### src/sv/alu_with_status_flags_macros.svh
// assertion helpers shared by the rtl
`ifndef ALU_WITH_STATUS_FLAGS_MACROS_SVH
`define ALU_WITH_STATUS_FLAGS_MACROS_SVH

// same-cycle implication, disabled while reset is low
`define AWSF_ASSERT_IMPL(label, ante, cons, msg) \
  label: assert property (@(posedge clk) disable iff (!rst_n) (ante) |-> (cons)) \
    else $error(msg);

// next-cycle implication, disabled while reset is low
`define AWSF_ASSERT_NEXT(label, ante, cons, msg) \
  label: assert property (@(posedge clk) disable iff (!rst_n) (ante) |=> (cons)) \
    else $error(msg);

`endif

### src/sv/awsf_pkg.sv
package awsf_pkg;

  localparam int OpW = 4;
  localparam int DataW = 16;

  localparam logic [OpW-1:0] OP_MOV  = 4'd0;
  localparam logic [OpW-1:0] OP_ADD  = 4'd1;
  localparam logic [OpW-1:0] OP_ADDC = 4'd2;
  localparam logic [OpW-1:0] OP_SUB  = 4'd3;
  localparam logic [OpW-1:0] OP_SUBC = 4'd4;
  localparam logic [OpW-1:0] OP_CMP  = 4'd5;
  localparam logic [OpW-1:0] OP_DADD = 4'd6;
  localparam logic [OpW-1:0] OP_BIT  = 4'd7;
  localparam logic [OpW-1:0] OP_BIC  = 4'd8;
  localparam logic [OpW-1:0] OP_BIS  = 4'd9;
  localparam logic [OpW-1:0] OP_XOR  = 4'd10;
  localparam logic [OpW-1:0] OP_AND  = 4'd11;
  localparam logic [OpW-1:0] OP_RRC  = 4'd12;
  localparam logic [OpW-1:0] OP_RRA  = 4'd13;
  localparam logic [OpW-1:0] OP_SWPB = 4'd14;
  localparam logic [OpW-1:0] OP_SXT  = 4'd15;

  localparam logic [DataW-1:0] ByteMask = 16'h00FF;
  localparam logic [DataW-1:0] HighByte = 16'hFF00;

  typedef struct packed {
    logic v;
    logic n;
    logic z;
    logic c;
  } flags_t;

endpackage

### src/sv/alu_with_status_flags.sv
// channel  | ports                        | word
// ---------+------------------------------+----------------------------------------
// input    | in_tvalid/in_tready/in_tdata | tdata: source, dest; tuser: op, byte
// result   | out_tvalid/out_tready/..     | tdata: result, c, z, n, v; tuser: wb
//
// one word per cycle while the result side is not stalled: an operand register,
// one pass through the alu logic, then a result register.
// the stored flags update as a word moves into the result register, so the
// next word in the operand register already sees its carry.
// synchronous active-low reset clears both valid bits and the flags.
// a stalled result holds the operand stage; input stalls only when both are full.
`include "alu_with_status_flags_macros.svh"

module alu_with_status_flags (
  input  logic        clk,
  input  logic        rst_n,
  input  logic        in_tvalid,
  output logic        in_tready,
  input  logic [31:0] in_tdata,   // [15:0] source_word, [31:16] dest_word
  input  logic [4:0]  in_tuser,   // [3:0] opcode, [4] byte_mode
  output logic        out_tvalid,
  input  logic        out_tready,
  output logic [23:0] out_tdata,  // [15:0] result_word, [16] carry_flag,
                                  // [17] zero_flag, [18] negative_flag,
                                  // [19] overflow_flag, [23:20] zero
  output logic [0:0]  out_tuser   // [0] write_back
);

  logic                            s1_valid_r;
  logic [awsf_pkg::OpW-1:0]        s1_op_r;
  logic [awsf_pkg::DataW-1:0]      s1_src_r;
  logic [awsf_pkg::DataW-1:0]      s1_dst_r;
  logic                            s1_bm_r;
  logic                            s1_adv;
  logic                            in_fire;

  logic                            out_valid_r;
  logic [awsf_pkg::DataW-1:0]      out_res_r;
  logic                            out_wb_r;
  awsf_pkg::flags_t                out_flags_r;
  awsf_pkg::flags_t                status_r;

  logic [awsf_pkg::DataW-1:0]      res_nxt;
  logic                            wb_nxt;
  awsf_pkg::flags_t                flags_nxt;

  // operand stage moves on when the result register is free or being drained
  assign s1_adv    = s1_valid_r && (!out_valid_r || out_tready);
  assign in_tready = !s1_valid_r || s1_adv;
  assign in_fire   = in_tvalid && in_tready;

  always_ff @(posedge clk) begin
    if (!rst_n) begin
      s1_valid_r <= 1'b0;
    end else if (in_tready) begin
      s1_valid_r <= in_tvalid;
    end
  end

  always_ff @(posedge clk) begin
    if (in_fire) begin
      s1_op_r  <= in_tuser[3:0];
      s1_bm_r  <= in_tuser[4];
      s1_src_r <= in_tdata[15:0];
      s1_dst_r <= in_tdata[31:16];
    end
  end

  always_comb begin
    logic [awsf_pkg::DataW-1:0] a;
    logic [awsf_pkg::DataW-1:0] b;
    logic [awsf_pkg::DataW-1:0] mask;
    logic [awsf_pkg::DataW-1:0] add_b;
    logic [awsf_pkg::DataW-1:0] r;
    logic [awsf_pkg::DataW:0]   sum;
    logic [awsf_pkg::DataW-1:0] bcd;
    logic [4:0]                 ds;
    logic                       dc;
    logic                       dc_byte;
    logic                       add_cin;
    logic                       cin;
    logic                       sgn_a;
    logic                       sgn_b;
    logic                       sgn_r;
    awsf_pkg::flags_t           f;

    mask = s1_bm_r ? awsf_pkg::ByteMask : 16'hFFFF;
    a    = s1_dst_r & mask;
    b    = s1_src_r & mask;
    cin  = status_r.c;

    // shared adder for the add and subtract families
    if (s1_op_r inside {awsf_pkg::OP_SUB, awsf_pkg::OP_SUBC, awsf_pkg::OP_CMP}) begin
      add_b = ~s1_src_r & mask;
    end else begin
      add_b = b;
    end
    if (s1_op_r inside {awsf_pkg::OP_SUB, awsf_pkg::OP_CMP}) begin
      add_cin = 1'b1;
    end else if (s1_op_r == awsf_pkg::OP_ADD) begin
      add_cin = 1'b0;
    end else begin
      add_cin = cin;
    end
    sum = {1'b0, a} + {1'b0, add_b} + {16'd0, add_cin};

    // decimal adder, one digit per step
    bcd     = '0;
    dc      = cin;
    dc_byte = 1'b0;
    for (int i = 0; i < 4; i++) begin
      ds = {1'b0, a[4*i +: 4]} + {1'b0, b[4*i +: 4]} + {4'd0, dc};
      if (ds > 5'd9) begin
        dc = 1'b1;
        ds = ds + 5'd6;
      end else begin
        dc = 1'b0;
      end
      bcd[4*i +: 4] = ds[3:0];
      if (i == 1) begin
        dc_byte = dc;
      end
    end

    f      = status_r;
    wb_nxt = 1'b1;
    r      = '0;
    sgn_r  = 1'b0;
    sgn_a  = s1_bm_r ? a[7] : a[15];
    sgn_b  = s1_bm_r ? add_b[7] : add_b[15];

    case (s1_op_r)
      awsf_pkg::OP_MOV: r = b;
      awsf_pkg::OP_ADD, awsf_pkg::OP_ADDC, awsf_pkg::OP_SUB,
      awsf_pkg::OP_SUBC, awsf_pkg::OP_CMP: begin
        r     = sum[15:0] & mask;
        sgn_r = s1_bm_r ? r[7] : r[15];
        f.c   = s1_bm_r ? sum[8] : sum[16];
        f.z   = (r == '0);
        f.n   = sgn_r;
        f.v   = (sgn_a ^ sgn_r) & (sgn_b ^ sgn_r);
        wb_nxt = (s1_op_r != awsf_pkg::OP_CMP);
      end
      awsf_pkg::OP_DADD: begin
        r   = bcd & mask;
        f.c = s1_bm_r ? dc_byte : dc;
        f.z = (r == '0);
        f.n = s1_bm_r ? r[7] : r[15];
        f.v = 1'b0;
      end
      awsf_pkg::OP_BIT, awsf_pkg::OP_AND: begin
        r   = a & b;
        f.z = (r == '0);
        f.c = (r != '0);
        f.n = s1_bm_r ? r[7] : r[15];
        f.v = 1'b0;
        wb_nxt = (s1_op_r != awsf_pkg::OP_BIT);
      end
      awsf_pkg::OP_BIC: r = a & ~b & mask;
      awsf_pkg::OP_BIS: r = a | b;
      awsf_pkg::OP_XOR: begin
        r   = a ^ b;
        f.z = (r == '0);
        f.c = (r != '0);
        f.n = s1_bm_r ? r[7] : r[15];
        f.v = s1_bm_r ? (a[7] & b[7]) : (a[15] & b[15]);
      end
      awsf_pkg::OP_RRC, awsf_pkg::OP_RRA: begin
        // sign position gets old carry (rrc) or keeps the old sign (rra)
        sgn_r = (s1_op_r == awsf_pkg::OP_RRC) ? cin : sgn_a;
        r     = a >> 1;
        if (s1_bm_r) begin
          r[7] = sgn_r;
        end else begin
          r[15] = sgn_r;
        end
        f.c = a[0];
        f.z = (r == '0);
        f.n = sgn_r;
        f.v = 1'b0;
      end
      awsf_pkg::OP_SWPB: r = {s1_dst_r[7:0], s1_dst_r[15:8]};
      awsf_pkg::OP_SXT: begin
        // always full word: bit 7 fills the whole upper byte
        r   = {{8{s1_dst_r[7]}}, s1_dst_r[7:0]};
        f.z = (r == '0);
        f.c = (r != '0);
        f.n = r[15];
        f.v = 1'b0;
      end
      default: r = b;
    endcase

    res_nxt   = r;
    flags_nxt = f;
  end

  always_ff @(posedge clk) begin
    if (!rst_n) begin
      out_valid_r <= 1'b0;
      status_r    <= '0;
    end else begin
      if (s1_adv) begin
        out_valid_r <= 1'b1;
        status_r    <= flags_nxt;
      end else if (out_tready) begin
        out_valid_r <= 1'b0;
      end
    end
  end

  always_ff @(posedge clk) begin
    if (s1_adv) begin
      out_res_r   <= res_nxt;
      out_wb_r    <= wb_nxt;
      out_flags_r <= flags_nxt;
    end
  end

  assign out_tvalid   = out_valid_r;
  assign out_tdata    = {4'd0, out_flags_r.v, out_flags_r.n, out_flags_r.z,
                         out_flags_r.c, out_res_r};
  assign out_tuser[0] = out_wb_r;

  `AWSF_ASSERT_IMPL(a_out_flags_match, out_valid_r, out_flags_r == status_r, "result flags differ from stored flags")
  `AWSF_ASSERT_NEXT(a_flags_hold_idle, !s1_adv, $stable(status_r), "flags changed without a word")
  `AWSF_ASSERT_NEXT(a_wb_set, s1_adv && s1_op_r != awsf_pkg::OP_CMP && s1_op_r != awsf_pkg::OP_BIT, out_tuser[0], "write back missing")
  `AWSF_ASSERT_NEXT(a_swpb_keeps_flags, s1_adv && s1_op_r == awsf_pkg::OP_SWPB, $stable(status_r), "byte swap altered flags")

endmodule

### config.mk
export PLATFORM = sky130hd
export DESIGN_NAME = alu_with_status_flags
export DESIGN_NICKNAME = d
export VERILOG_FILES = /design/src/sv/awsf_pkg.sv /design/src/sv/alu_with_status_flags.sv
export VERILOG_INCLUDE_DIRS = /design/src /design/src/sv
export SDC_FILE = /design/constraint.sdc
export NUM_CORES = 1
export LEC_CHECK = 0
export BUFFER_PORTS_ARGS = -buffer_cell sky130_fd_sc_hd__buf_2
export CORE_ASPECT_RATIO = 0.75
export CORE_MARGIN = 5
export CORE_UTILIZATION = 42
export DETAILED_ROUTE_END_ITERATION = 10
export GPL_TIMING_DRIVEN = 0
export PLACE_DENSITY = 0.64
export SKIP_LAST_GASP = 1
export SLEW_MARGIN = 20
export SYNTH_ARGS = -nofsm -noshare
export SYNTH_HDL_FRONTEND = slang
export SYNTH_SLANG_ARGS = --single-unit
### constraint.sdc
create_clock -name clk -period 9.32 [get_ports clk]
set_input_delay 1.864 -clock clk [delete_from_list [all_inputs] [get_ports clk]]
set_output_delay 1.864 -clock clk [all_outputs]
set_load 0.03 [all_outputs]
# Word-level counts from Yosys, hierarchy flattened
# Cells that the tools add are included.
op_classes:
  addsub: 14
  order_cmp: 4
  eq_ne: 17
  mux: 31
  bitwise: 17
  n_reduce_logical: 22
op_table:
  columns: ["operator", "n"]
  rows:
  - ["$pmux W16 S10", 1]
  - ["$and A16 B16 Y16", 8]
  - ["$logic_not A16 Y1", 6]
  - ["$reduce_bool A16 Y1", 3]
  - ["$eq A4 B4 Y1 const B", 8]
  - ["$mux W16", 2]
  - ["$not A16 Y16", 2]
  - ["$pmux W4 S6", 1]
  - ["$mux W1", 22]
  - ["$add A4 B4 Y5", 4]
  - ["$add A5 B1 Y5", 4]
  - ["$gt A5 B4 Y1 const B", 4]
  - ["$add A16 B16 Y17", 1]
  - ["$add A17 B1 Y17", 1]
  - ["$add A4 B3 Y4 const B", 4]
  - ["$eq A4 B3 Y1 const B", 4]
  - ["$mux W4", 4]
  - ["$or A16 B16 Y16", 1]
  - ["$xor A16 B16 Y16", 1]
  - ["$eq A4 B2 Y1 const B", 2]
  - ["$ne A4 B3 Y1 const B", 2]
  - ["$reduce_or A5 Y1", 1]
  - ["$eq A4 B1 Y1 const B", 1]
  - ["$logic_not A4 Y1", 1]
  - ["9 further kinds", 17]
totals:
  ff_bits: 64
  inputBits: 41
  out_inout_bits: 27

# Depth between registers and ports, before layout
# Gate-level depths: netlist of run 1.
depth:
  depth_word: 18
  ltp_mapped: 31
  mapped_depth_nobuf: 31

# Worst setup path after synthesis of run 1
# Ideal clock, no wire load.
synth_timing:
  kind: "reg-to-reg"
  start: "register s1_dst_r[0] in the netlist's numbering"
  end: "register status_r[0] in the netlist's numbering"
  setup_ns: 0.119
  t_arrival_ns: 6.776
  required_time_ns: 9.201
  path_slack_ns: 2.425
  path_stages_with_launch: 31
  n_path_buf: 0
  period_less_slack_ns: 6.895
  cell_sequence: "edfxtp_1 -> fa_1 -> fa_1 -> xnor2_1 -> and2_0 -> o21ai_0 -> inv_1 -> fa_1 -> inv_1 -> fa_1 -> inv_1 -> and2_1 -> o21ai_2 -> inv_1 -> fa_1 -> inv_1 -> fa_1 -> inv_1 -> and2_1 -> o21ai_1 -> inv_1 -> fa_1 -> inv_1 -> fa_1 -> inv_1 -> and2_1 -> nand2b_1 -> nand2_1 -> mux2_2 -> a211o_1 -> o221a_1"
synth_between:
  elab_chain_len: 16
  word_cells_on_any_way: 24
  cone_classes: "add/sub: 7; order compare: 4; mux: 7; bitwise: 3; reduce/logical: 3"
synth_rtl:
  columns: ["element", "line_no", "text"]
  rows:
  - ["start, declared", "alu_with_status_flags.sv:32", "logic [awsf_pkg::DataW-1:0] s1_dst_r;"]
  - ["start signal, assigned", "alu_with_status_flags.sv:65", "s1_dst_r <= in_tdata[31:16];"]
  - ["$and A16 B16 Y16", "alu_with_status_flags.sv:88", "a = s1_dst_r & mask;"]
  - ["$add A4 B4 Y5", "alu_with_status_flags.sv:112", "ds = {1'b0, a[4*i +: 4]} + {1'b0, b[4*i +: 4]} + {4'd0, dc};"]
  - ["$add A5 B1 Y5", "alu_with_status_flags.sv:112", null]
  - ["$gt A5 B4 Y1", "alu_with_status_flags.sv:113", "if (ds > 5'd9) begin"]
  - ["$mux W1", "alu_with_status_flags.sv:113", null]
  - ["$add A5 B1 Y5", "alu_with_status_flags.sv:112", null]
  - ["$gt A5 B4 Y1", "alu_with_status_flags.sv:113", null]
  - ["$mux W1", "alu_with_status_flags.sv:113", null]
  - ["$add A5 B1 Y5", "alu_with_status_flags.sv:112", null]
  - ["$gt A5 B4 Y1", "alu_with_status_flags.sv:113", null]
  - ["$mux W1", "alu_with_status_flags.sv:113", null]
  - ["$add A5 B1 Y5", "alu_with_status_flags.sv:112", null]
  - ["$gt A5 B4 Y1", "alu_with_status_flags.sv:113", null]
  - ["$mux W1", "alu_with_status_flags.sv:113", null]
  - ["$mux W1", "alu_with_status_flags.sv:146", "f.c = s1_bm_r ? dc_byte : dc;"]
  - ["$pmux W4 S6 (*)", "alu_with_status_flags.sv:132", "case (s1_op_r)"]
  - ["end signal, assigned", "alu_with_status_flags.sv:205", "status_r <= flags_nxt;"]
  - ["end, declared", "alu_with_status_flags.sv:41", "awsf_pkg::flags_t status_r;"]
# Every way passes the cells marked *; elsewhere a longest branch is shown, timed or not.
# A chain may end at the register's enable or synchronous reset.

# Worst setup path in the final report of run 1
# Ends and elaborated chain as after synthesis.

==> flow_metrics.env, run 1 <==
export IMPL_synth_flop_cell="edfxtp_1"
export IMPL_synth_xor_area_share_pct=5.37
export IMPL_root_buffer="clkbuf_16"
export IMPL_finalSetupViolations=0
export IMPL_synth_fa_ha_area_share_pct=17.2
export IMPL_setup_tns_ns=0
export IMPL_critPathLaunchType="register"
export IMPL_synthMuxAreaShare_pct=1.84
export IMPL_mostFrequentLayoutCells="buf_2, ha_1, edfxtp_1, nand2_1, a21oi_1"
export IMPL_max_slew_margin_rel_pct=22.8
export IMPL_finalNonFillerCells=924
export IMPL_drv_cap=0
export IMPL_yosysSeqAreaShare_pct=30.8
export IMPL_die_area_sq_um=16900
export IMPL_synth_edf_count=58
export IMPL_grt_pass1_wl_microns=32900
export IMPL_vias=5744
export IMPL_status="completed"
export IMPL_p_leak_nw=3.02
export IMPL_initial_utilization_pct=42.3
export IMPL_final_antenna_net_count=0
export IMPL_holdWs_ns=0.547
export IMPL_antenna_found_initial=0
export IMPL_fmax_mhz=125
export IMPL_syn_area_per_cell_sq_um=9.15
export IMPL_synth_compound_area_share_pct=22.5
export IMPL_slew_viol_final=0
export IMPL_via_per_inst=6.22
export IMPL_grt_start_max_net_pins=29
export IMPL_die_h_microns=114
export IMPL_fin_ws_ns=1.34
export IMPL_grt_pass1_vias=5601
export IMPL_dp_slack_ns=1.48
export IMPL_clkLatencyLatePin_ns=0.35
export IMPL_diodes=0
export IMPL_worstMarginPinSlew_ns=1.16
export IMPL_ioPinCount=68
export IMPL_ir_drop_mv=0.106
export IMPL_synth_warnings=0
export IMPL_cts_buffer_depth=2
export IMPL_grt_usage_pct=25.8
export IMPL_num_rows=38
export IMPL_final_nets=857
export IMPL_drt_total_wl_microns=21500
export IMPL_synth_cell_type_count=81
export IMPL_cts_tree="built"
export IMPL_arrival_ns=8.21
export IMPL_routabilityCongestion=1.02
export IMPL_wl_per_cell_microns=23.3
export IMPL_cp_end_kind="register"
export IMPL_cp_data_required_time_ns=9.55
export IMPL_dp_cells=908
export IMPL_slowest_stage="edfxtp_1"
export IMPL_final_common_cell="buf_2"
export IMPL_critPathMostFrequentCell="inv_1"
export IMPL_clk_pin_slew_ns=0.06
export IMPL_cts_resized_gates=0
export IMPL_drt_initial_drc_count=581
export IMPL_synth_top_family_by_area="compound AO/OA/AOI/OAI gates"
export IMPL_drc=0
export IMPL_hpwlAfterDp_microns=16800
export IMPL_cts_num_sinks=64
export IMPL_synth_area_sq_um=6040
export IMPL_synth_cells=660
export IMPL_worstPathMaxFanout=8
export IMPL_grt_overflow_total=0
export IMPL_drt_pass1_iterations=7
export IMPL_drive_above_1_share_pct=17.3
export IMPL_post_cts_buffers=0
export IMPL_numPortBuffers=63
export IMPL_rsz0062_at_grt="no"
export IMPL_max_stage_delay_ns=0.58
export IMPL_core_area_sq_um=14300
export IMPL_hold_buffers=0
export IMPL_power_density_nw_per_um2=164
export IMPL_total_power_mw=1.15
export IMPL_cts_buffers=9
export IMPL_ys_ff_latch=64
export IMPL_synthSimpleGateAreaFrac_pct=16.3
export IMPL_fin_crit_ns=7.98
export IMPL_fin_crit_sh_pct=85.7
export IMPL_hp_class="reg2reg"
export IMPL_cts_htree_levels=3
export IMPL_die_w_microns=148
export IMPL_synth_async_reset_ratio_pct=0
export IMPL_clock_skew_ns=0.00989
export IMPL_layout_area_overhead_vs_synth_pct=16.2
export IMPL_path_class="reg2reg"
export IMPL_hold_viol=0
==> final timing paths <==
check,startpoint,to,slack [ns],cells after the start
setup / recovery,s1_dst_r[0],status_r[0],1.34,30
hold / removal,s1_valid_r,out_tvalid,0.55,1
setup reg to reg,s1_dst_r[0],status_r[0],1.34,30
hold reg to reg,s1_valid_r,out_tvalid,0.55,1
==> flip-flops by register name (all words and copies together), names as in the netlist <==
signal / cells
s1_src_r: 16
s1_op_r: 4
s1_bm_r: 1
out_tvalid: 1
status_r: 4
out_res_r: 16
out_tuser: 1
s1_valid_r: 1
out_tdata: 4
s1_dst_r: 16
==> per-stage QoR <==
| step | instance area, sq um | utilization, % |
|---|---|---|
| after floorplan | 6050 | - |
| after global placement | 6590 | 46.2 |
| after detailed placement | 6650 | 46.6 |
| after CTS | 7020 | 49.2 |
| after global routing | 7020 | 49.2 |
| final | 7020 | 49.2 |
==> metal layers <==
layer / vias to the layer above / GRT usage, % / share of wire, %
met3: 35 / 6.55 / 12
met1: 2740 / 37.3 / 44
met2: 366 / 38.0 / 42
li1: 2603 / - / -
met5: - / 0 / 0
met4: 0 / 7.57 / 2.0
==> where the power goes <==
group	total, mW	switching (mW)	internal (mW)
Sequential	0.355	0.0169	0.338
Combinational	0.383	0.243	0.140
Clock	0.412	0.129	0.284
==> critical path, delay by kind of cell, from the launching register on <==
kind	cells	cell delay, ns
and+or+nand+nor	6	0.97
DFF	1	0.58
buffers and inverters	9	0.89
adders and majority gates	8	3.46
AOI/OAI and AO/OA	5	1.43
muxes	1	0.29
xor gates and xnor gates	1	0.22
==> cell usage after synthesis, types with 6 or more instances <==
library cell	number	area, sq um
buf_2	7	35.0
nand2_1	57	214
clkbuf_1	11	41.3
o21a_1	6	45.0
xor2_1	9	78.8
o2111ai_1	6	52.6
nand4_1	10	62.6
nor2b_1	7	43.8
nor4_1	11	68.8
ha_1	67	838
o211ai_1	6	45.0
fa_1	10	200
inv_1	49	184
nor3_1	15	75.1
dfxtp_1	6	120
edfxtp_1	58	1740
nor2_1	48	180
o21ai_0	22	110
a21o_1	9	67.6
a221oi_1	13	114
nand2b_1	6	37.5
a21oi_1	54	270
nand3_1	11	55.1
a31oi_1	9	56.3
xnor2_1	28	245
a22oi_1	11	82.6
==> logic make-up (layout without fill, tap and decap cells) <==
family	count (synthesis)	after routing
adders and majority gates	77	77
buffers and inverters	79	160
muxes	10	10
and+or+nand+nor	197	197
AOI/OAI and AO/OA	195	195
DFF	64	64
xor gates and xnor gates	37	37
other	1	4
==> area by class of cell <==
class,instances,area [sq um]
Fill cell,1382,7250
Buffer,27,163
Timing Repair Buffer,65,363
Tap cell,180,225
Clock buffer,12,267
Inverter,52,195
Clock inverter,4,98.8
Sequential cell,64,1860
Multi-Input combinational cell,520,3840
(Power assumes the default switching activity.)
==> inputs of run 2 (changes only) <==
--- a/config.mk
+++ b/config.mk
@@ -12,7 +12,7 @@
 export CORE_UTILIZATION = 42
 export DETAILED_ROUTE_END_ITERATION = 10
 export GPL_TIMING_DRIVEN = 0
-export PLACE_DENSITY = 0.64
+export PLACE_DENSITY = 0.59
 export SKIP_LAST_GASP = 1
 export SLEW_MARGIN = 20
 export SYNTH_ARGS = -nofsm -noshare
==> run 2 against run 1 <==
Compared with the run above:
- hold slack got worse by 0.012 ns
- die area did not move
- register-to-register slack improved by 0.04 ns
- total power fell by 3.9%
- via count fell by 2.6%
- count of clock-buffer cells in the layout fell by 2
- cell count did not move
- wire length rose by 0.95%
- first-iteration DRC count rose by 22%
- critical endpoint unchanged
==> flow_metrics.env, run 2 (synthesized netlist as in run 1, its figures left out) <==
export IMPL_status="completed"
export IMPL_power_switching_uw=391
export IMPL_clkPwrFrac_pct=33.6
export IMPL_max_slew_margin_rel_pct=44.2
export IMPL_critPathLaunchType="register"
export IMPL_largest_registers="out_res_r x16, s1_dst_r x16, s1_src_r x16"
export IMPL_post_cts_buffers=0
export IMPL_wl_per_cell_microns=23.5
export IMPL_grt_usage_pct=26.4
export IMPL_fin_crit_ns=7.94
export IMPL_final_antenna_net_count=0
export IMPL_worstMarginPinSlew_ns=0.833
export IMPL_drt_initial_drc_count=706
export IMPL_hold_buffers=0
export IMPL_die_w_microns=148
export IMPL_clkLatencyLatePin_ns=0.34
export IMPL_internal_power_uw=713
export IMPL_cts_buffer_depth=2
export IMPL_clock_skew_ns=0.00662
export IMPL_antenna_found_initial=0
export IMPL_cts_htree_levels=3
export IMPL_drc=0
export IMPL_dp_cells=908
export IMPL_finalNonFillerCells=924
export IMPL_core_area_sq_um=14300
export IMPL_final_nets=857
export IMPL_drive_above_1_share_pct=17.3
export IMPL_ir_drop_mv=0.0963
export IMPL_finalSetupViolations=0
export IMPL_ioPinCount=68
export IMPL_grt_pass1_wl_microns=33300
export IMPL_drt_total_wl_microns=21700
export IMPL_grt_pass1_vias=5398
export IMPL_p_comb_share_pct=34.2
export IMPL_worstPathMaxFanout=8
export IMPL_crit_family="adder cells"
export IMPL_drt_pass1_iterations=6
export IMPL_final_common_cell="buf_2"
export IMPL_setup_tns_ns=0
export IMPL_grt_start_max_net_pins=31
export IMPL_n_fill_cell=1371
export IMPL_fmax_mhz=126
export IMPL_min_path_cells=1
export IMPL_fin_ws_ns=1.38
export IMPL_root_buffer="clkbuf_16"
export IMPL_die_h_microns=114
export IMPL_num_rows=38
export IMPL_reg2reg_depth=30
export IMPL_p_seq_share_pct=32.2
export IMPL_drv_cap=0
export IMPL_arrival_ns=8.17
export IMPL_cts_buffers=9
export IMPL_vias=5593
export IMPL_fin_crit_sh_pct=85.2
export IMPL_routabilityCongestion=0.926
export IMPL_clk_pin_slew_ns=0.06
export IMPL_post_route_util_pct=49.0
export IMPL_layout_area_overhead_vs_synth_pct=15.7
export IMPL_max_stage_delay_ns=0.59
export IMPL_numPortBuffers=63
export IMPL_hp_class="reg2reg"
export IMPL_power_density_nw_per_um2=158
export IMPL_mostFrequentLayoutCells="buf_2, ha_1, edfxtp_1, nand2_1, a21oi_1"
export IMPL_die_area_sq_um=16900
export IMPL_cts_num_sinks=64
export IMPL_slew_viol_final=0
export IMPL_rsz0062_at_grt="no"
export IMPL_cts_resized_gates=0
export IMPL_dp_slack_ns=1.52
export IMPL_cts_tree="built"
export IMPL_initial_utilization_pct=42.3
export IMPL_diodes=0
export IMPL_cp_end_kind="register"
export IMPL_hold_viol=0
export IMPL_slowest_stage="edfxtp_1"
export IMPL_p_leak_nw=3.00
export IMPL_grt_overflow_total=0
export IMPL_via_per_inst=6.05
export IMPL_cp_data_required_time_ns=9.55
export IMPL_path_class="reg2reg"
export IMPL_critPathBufInv=8
export IMPL_switching_share_pct=35.4
export IMPL_crit_cells=30
export IMPL_hpwlAfterDp_microns=16900
==> run 2: per-stage QoR <==
step           total power, mW  hold slack [ns]  area [sq um]
3_5_place_dp             0.729            0.524          6660
4_1_cts                   1.11            0.540          6990
2_1_floorplan            0.615            0.477          6050
3_3_place_gp             0.726            0.492          6590
6_report                  1.10            0.535          6990
5_1_grt                   1.17            0.563          6990
==> run 2: layout make-up <==
| class | instances | area [sq um] | area share, % |
|---|---|---|---|
| plain buffers | 27 | 163 | 2.33 |
| clock buffers | 10 | 229 | 3.28 |
| inverters | 52 | 195 | 2.79 |
| well taps | 180 | 225 | 3.22 |
| multi-input cells | 520 | 3860 | 55.2 |
| flip-flops and latches | 64 | 1860 | 26.6 |
| repair buffers | 65 | 363 | 5.19 |
| clock inverters | 6 | 93.8 | 1.34 |
==> run 2: final timing paths <==
| kind | from | end | slack (ns) |
|---|---|---|---|
| max | s1_dst_r[0] | status_r[0] | 1.38 |
| min | s1_valid_r | out_tvalid | 0.53 |
| max reg2reg | s1_dst_r[0] | status_r[0] | 1.38 |
| min reg2reg | s1_valid_r | out_tvalid | 0.53 |
==> run 2: per-layer routing <==
layer / vias to the layer above / wire, microns / global-route usage, %
met4: 0 / 432 / 7.08
met1: 2666 / 10200 / 39.3
met3: 38 / 2250 / 7.59
met5: - / 0 / 0
met2: 283 / 8820 / 37.2
li1: 2606 / - / -
==> run 2: power by group through the flow <==
stage          combinational, mW  clock (mW)  sequential [mW]
2_1_floorplan              0.246           0            0.369
3_3_place_gp               0.364           0            0.361
3_5_place_dp               0.368           0            0.361
4_1_cts                    0.372       0.382            0.355
5_1_grt                    0.413       0.395            0.357
6_report                   0.378       0.371            0.356
==> run 2: worst reg2reg max path, delay by kind of cell (launching register included) <==
family | cells | cell delay [ns]
buffers and inverters | 8 | 0.87
adder cells (fa/ha/maj) | 8 | 3.31
multiplexers | 1 | 0.30
flip-flops | 1 | 0.59
AO/OA/AOI/OAI | 5 | 1.40
XOR/XNOR | 2 | 0.37
AND/OR/NAND/NOR | 6 | 1.01
==> inputs of run 3 (changes only) <==
--- a/config.mk
+++ b/config.mk
@@ -6,10 +6,12 @@
 export SDC_FILE = /design/constraint.sdc
 export NUM_CORES = 1
 export LEC_CHECK = 0
+export ABC_AREA = 1
 export BUFFER_PORTS_ARGS = -buffer_cell sky130_fd_sc_hd__buf_2
 export CORE_ASPECT_RATIO = 0.75
 export CORE_MARGIN = 5
 export CORE_UTILIZATION = 42
+export CTS_BUF_LIST = sky130_fd_sc_hd__clkbuf_4
 export DETAILED_ROUTE_END_ITERATION = 10
 export GPL_TIMING_DRIVEN = 0
 export PLACE_DENSITY = 0.59
==> run 3 against run 2 <==
Compared with the run above:
- hold slack worse by 0.014 ns
- core utilization fell by 0.65 points
- clock power is 44% lower
- clock skew is 0.014 ns higher
- register-to-register slack gained 0.73 ns
- sequential power fell by 1%
- wire length up 3.7%
- cell area increased by 0.97%
- via count grew 11%
- setup slack better by 0.73 ns
- largest power group unchanged
- highest routed layer is now met5
==> flow_metrics.env, run 3 <==
export IMPL_status="completed"
export IMPL_via_per_inst=5.38
export IMPL_routabilityCongestion=1.00
export IMPL_drt_pass1_iterations=6
export IMPL_post_cts_buffers=0
export IMPL_p_leak_nw=3.53
export IMPL_drt_total_wl_microns=22500
export IMPL_grt_pass1_wl_microns=34300
export IMPL_power_density_nw_per_um2=131
export IMPL_use_met1_pct=39.7
export IMPL_yosysMostFrequentCell="nand2_1"
export IMPL_die_area_sq_um=17600
export IMPL_root_buffer="clkbuf_4"
export IMPL_slew_viol_final=0
export IMPL_n_fill_cell=1504
export IMPL_ys_ff_latch=64
export IMPL_path_class="reg2reg"
export IMPL_finalNonFillerCells=1158
export IMPL_busiest_layer="met1"
export IMPL_arrival_ns=7.57
export IMPL_grt_usage_pct=26.4
export IMPL_hold_viol=0
export IMPL_regArea_sq_um=1860
export IMPL_diodes=0
export IMPL_final_common_cell="nand2_1"
export IMPL_cts_buffers=9
export IMPL_antenna_found_initial=1
export IMPL_cts_htree_levels=3
export IMPL_cp_end_kind="register"
export IMPL_clkLatencyLatePin_ns=0.47
export IMPL_cts_buffer_depth=2
export IMPL_critPathLaunchType="register"
export IMPL_synth_cells=875
export IMPL_dp_cells=1142
export IMPL_drive_above_1_share_pct=13.0
export IMPL_synth_top_area_share_pct=27.6
export IMPL_final_antenna_net_count=0
export IMPL_numPortBuffers=63
export IMPL_num_rows=38
export IMPL_yosysTopAreaCell="edfxtp_1"
export IMPL_hold_buffers=0
export IMPL_critPathMostFrequentCell="inv_1"
export IMPL_final_nets=1071
export IMPL_grt_pass1_vias=5820
export IMPL_crit_family="adder cells"
export IMPL_fin_crit_sh_pct=77.4
export IMPL_synth_warnings=0
export IMPL_hpwlAfterDp_microns=17700
export IMPL_clk_pin_slew_ns=0.13
export IMPL_vias=6235
export IMPL_grtUsageMet2_pct=36.8
export IMPL_critPathBufInv=11
export IMPL_grt_overflow_total=0
export IMPL_ioPinCount=68
export IMPL_max_slew_margin_rel_pct=46.1
export IMPL_worstPathMaxFanout=5
export IMPL_synth_area_sq_um=6310
export IMPL_drt_initial_drc_count=816
export IMPL_cts_resized_gates=0
export IMPL_multi_input_area_sq_um=3770
export IMPL_cp_data_required_time_ns=9.68
export IMPL_holdWs_ns=0.521
export IMPL_worstMarginPinSlew_ns=0.808
export IMPL_largest_registers="out_res_r x16, s1_dst_r x16, s1_src_r x16"
export IMPL_post_route_util_pct=48.3
export IMPL_hp_class="reg2reg"
export IMPL_synth_edf_count=58
export IMPL_max_stage_delay_ns=0.52
export IMPL_synth_area_leaders="edfxtp_1, nand2_1, ha_1, inv_1, nand3_1"
export IMPL_syn_area_per_cell_sq_um=7.21
export IMPL_grt_start_max_net_pins=29
export IMPL_rsz0062_at_grt="no"
export IMPL_setup_tns_ns=0
export IMPL_met3_usage_pct=6.90
export IMPL_finalSetupViolations=0
export IMPL_ir_drop_mv=0.0739
export IMPL_mostFrequentLayoutCells="nand2_1, inv_1, buf_2, ha_1, nor2_1"
export IMPL_clock_skew_ns=0.0203
export IMPL_synth_commonest_cells="nand2_1, inv_1, ha_1, nor2_1, nand3_1"
export IMPL_fmax_mhz=139
export IMPL_layout_area_overhead_vs_synth_pct=11.8
export IMPL_cts_num_sinks=64
export IMPL_synth_flop_cell="edfxtp_1"
export IMPL_drv_cap=0
export IMPL_fin_crit_ns=7.21
export IMPL_slowest_stage="edfxtp_1"
export IMPL_core_area_sq_um=14600
export IMPL_die_h_microns=116
export IMPL_initial_utilization_pct=43.2
export IMPL_cts_tree="built"
export IMPL_wl_per_cell_microns=19.4
export IMPL_yosysSeqAreaShare_pct=29.5
export IMPL_synth_cell_type_count=42
export IMPL_synth_async_reset_ratio_pct=0
export IMPL_drc=0
export IMPL_die_w_microns=152
[run 3: changes by cell type in the layout (fill, tap and decap cells not counted), moves of 18 or more]
| cell | delta |
|---|---|
| nand2_1 | +180 |
| inv_1 | +100 |
| nand3_1 | +52 |
| a21oi_1 | -32 |
| xnor2_1 | -28 |
| nor2_1 | +18 |
[run 3: worst reg2reg max path, delay by kind of cell, from the launching register on]
kind                       cells  cell delay [ns]
xor gates and xnor gates       1             0.19
adders and majority gates      8             3.18
buffers and inverters         11             1.07
DFF                            1             0.52
and+or+nand+nor               19             2.18
[run 3: area by class of cell]
class | count | share of cell area, %
buffer | 19 | 1.42
clock buffer | 9 | 0.958
clock inverter | 7 | 1.10
inverter | 157 | 8.35
multi-input combinational | 638 | 53.5
sequential | 64 | 26.4
tap | 200 | 3.55
timing repair buffer | 64 | 4.75
[run 3: metal layers]
metal  vias to the layer above  share of wire, %
met1                      2849                47
li1                       3046                 -
met4                         2               2.8
met5                         -             0.058
met3                        39                10
met2                       299                40
[run 3: cell families after synthesis]
logic type,share of synthesized area [%]
XOR/XNOR,2.02
AND/OR/NAND/NOR,29.0
AO/OA/AOI/OAI,12.1
flip-flops,29.5
adder cells (fa/ha/maj),16.5
buffers and inverters,10.9
other,0.0594
[run 3: worst paths after layout]
kind                     from       endpoint  slack (ns)  cells after the start
hold reg to reg    out_tvalid     out_tvalid        0.52                      2
setup / recovery  s1_src_r[0]  out_tdata[17]        2.11                     39
setup reg to reg  s1_src_r[0]  out_tdata[17]        2.11                     39
hold / removal     out_tvalid     out_tvalid        0.52                      2
[run 3: through the flow]
step	cell area (sq um)	power [mW]	setup WS, ns
2_1_floorplan	6320	0.603	3.16
3_3_place_gp	6890	0.715	2.27
3_5_place_dp	6910	0.715	2.24
4_1_cts	7050	0.925	2.22
5_1_grt	7050	0.989	1.69
6_report	7050	0.927	2.11
[run 3: report_power, final]
part	total, mW	switching [mW]	internal (mW)	leakage, nW
clock network	0.207	0.122	0.0842	0.0773
logic	0.370	0.255	0.115	2.84
registers	0.351	0.0136	0.337	0.609
total	0.927	0.391	0.536	3.53
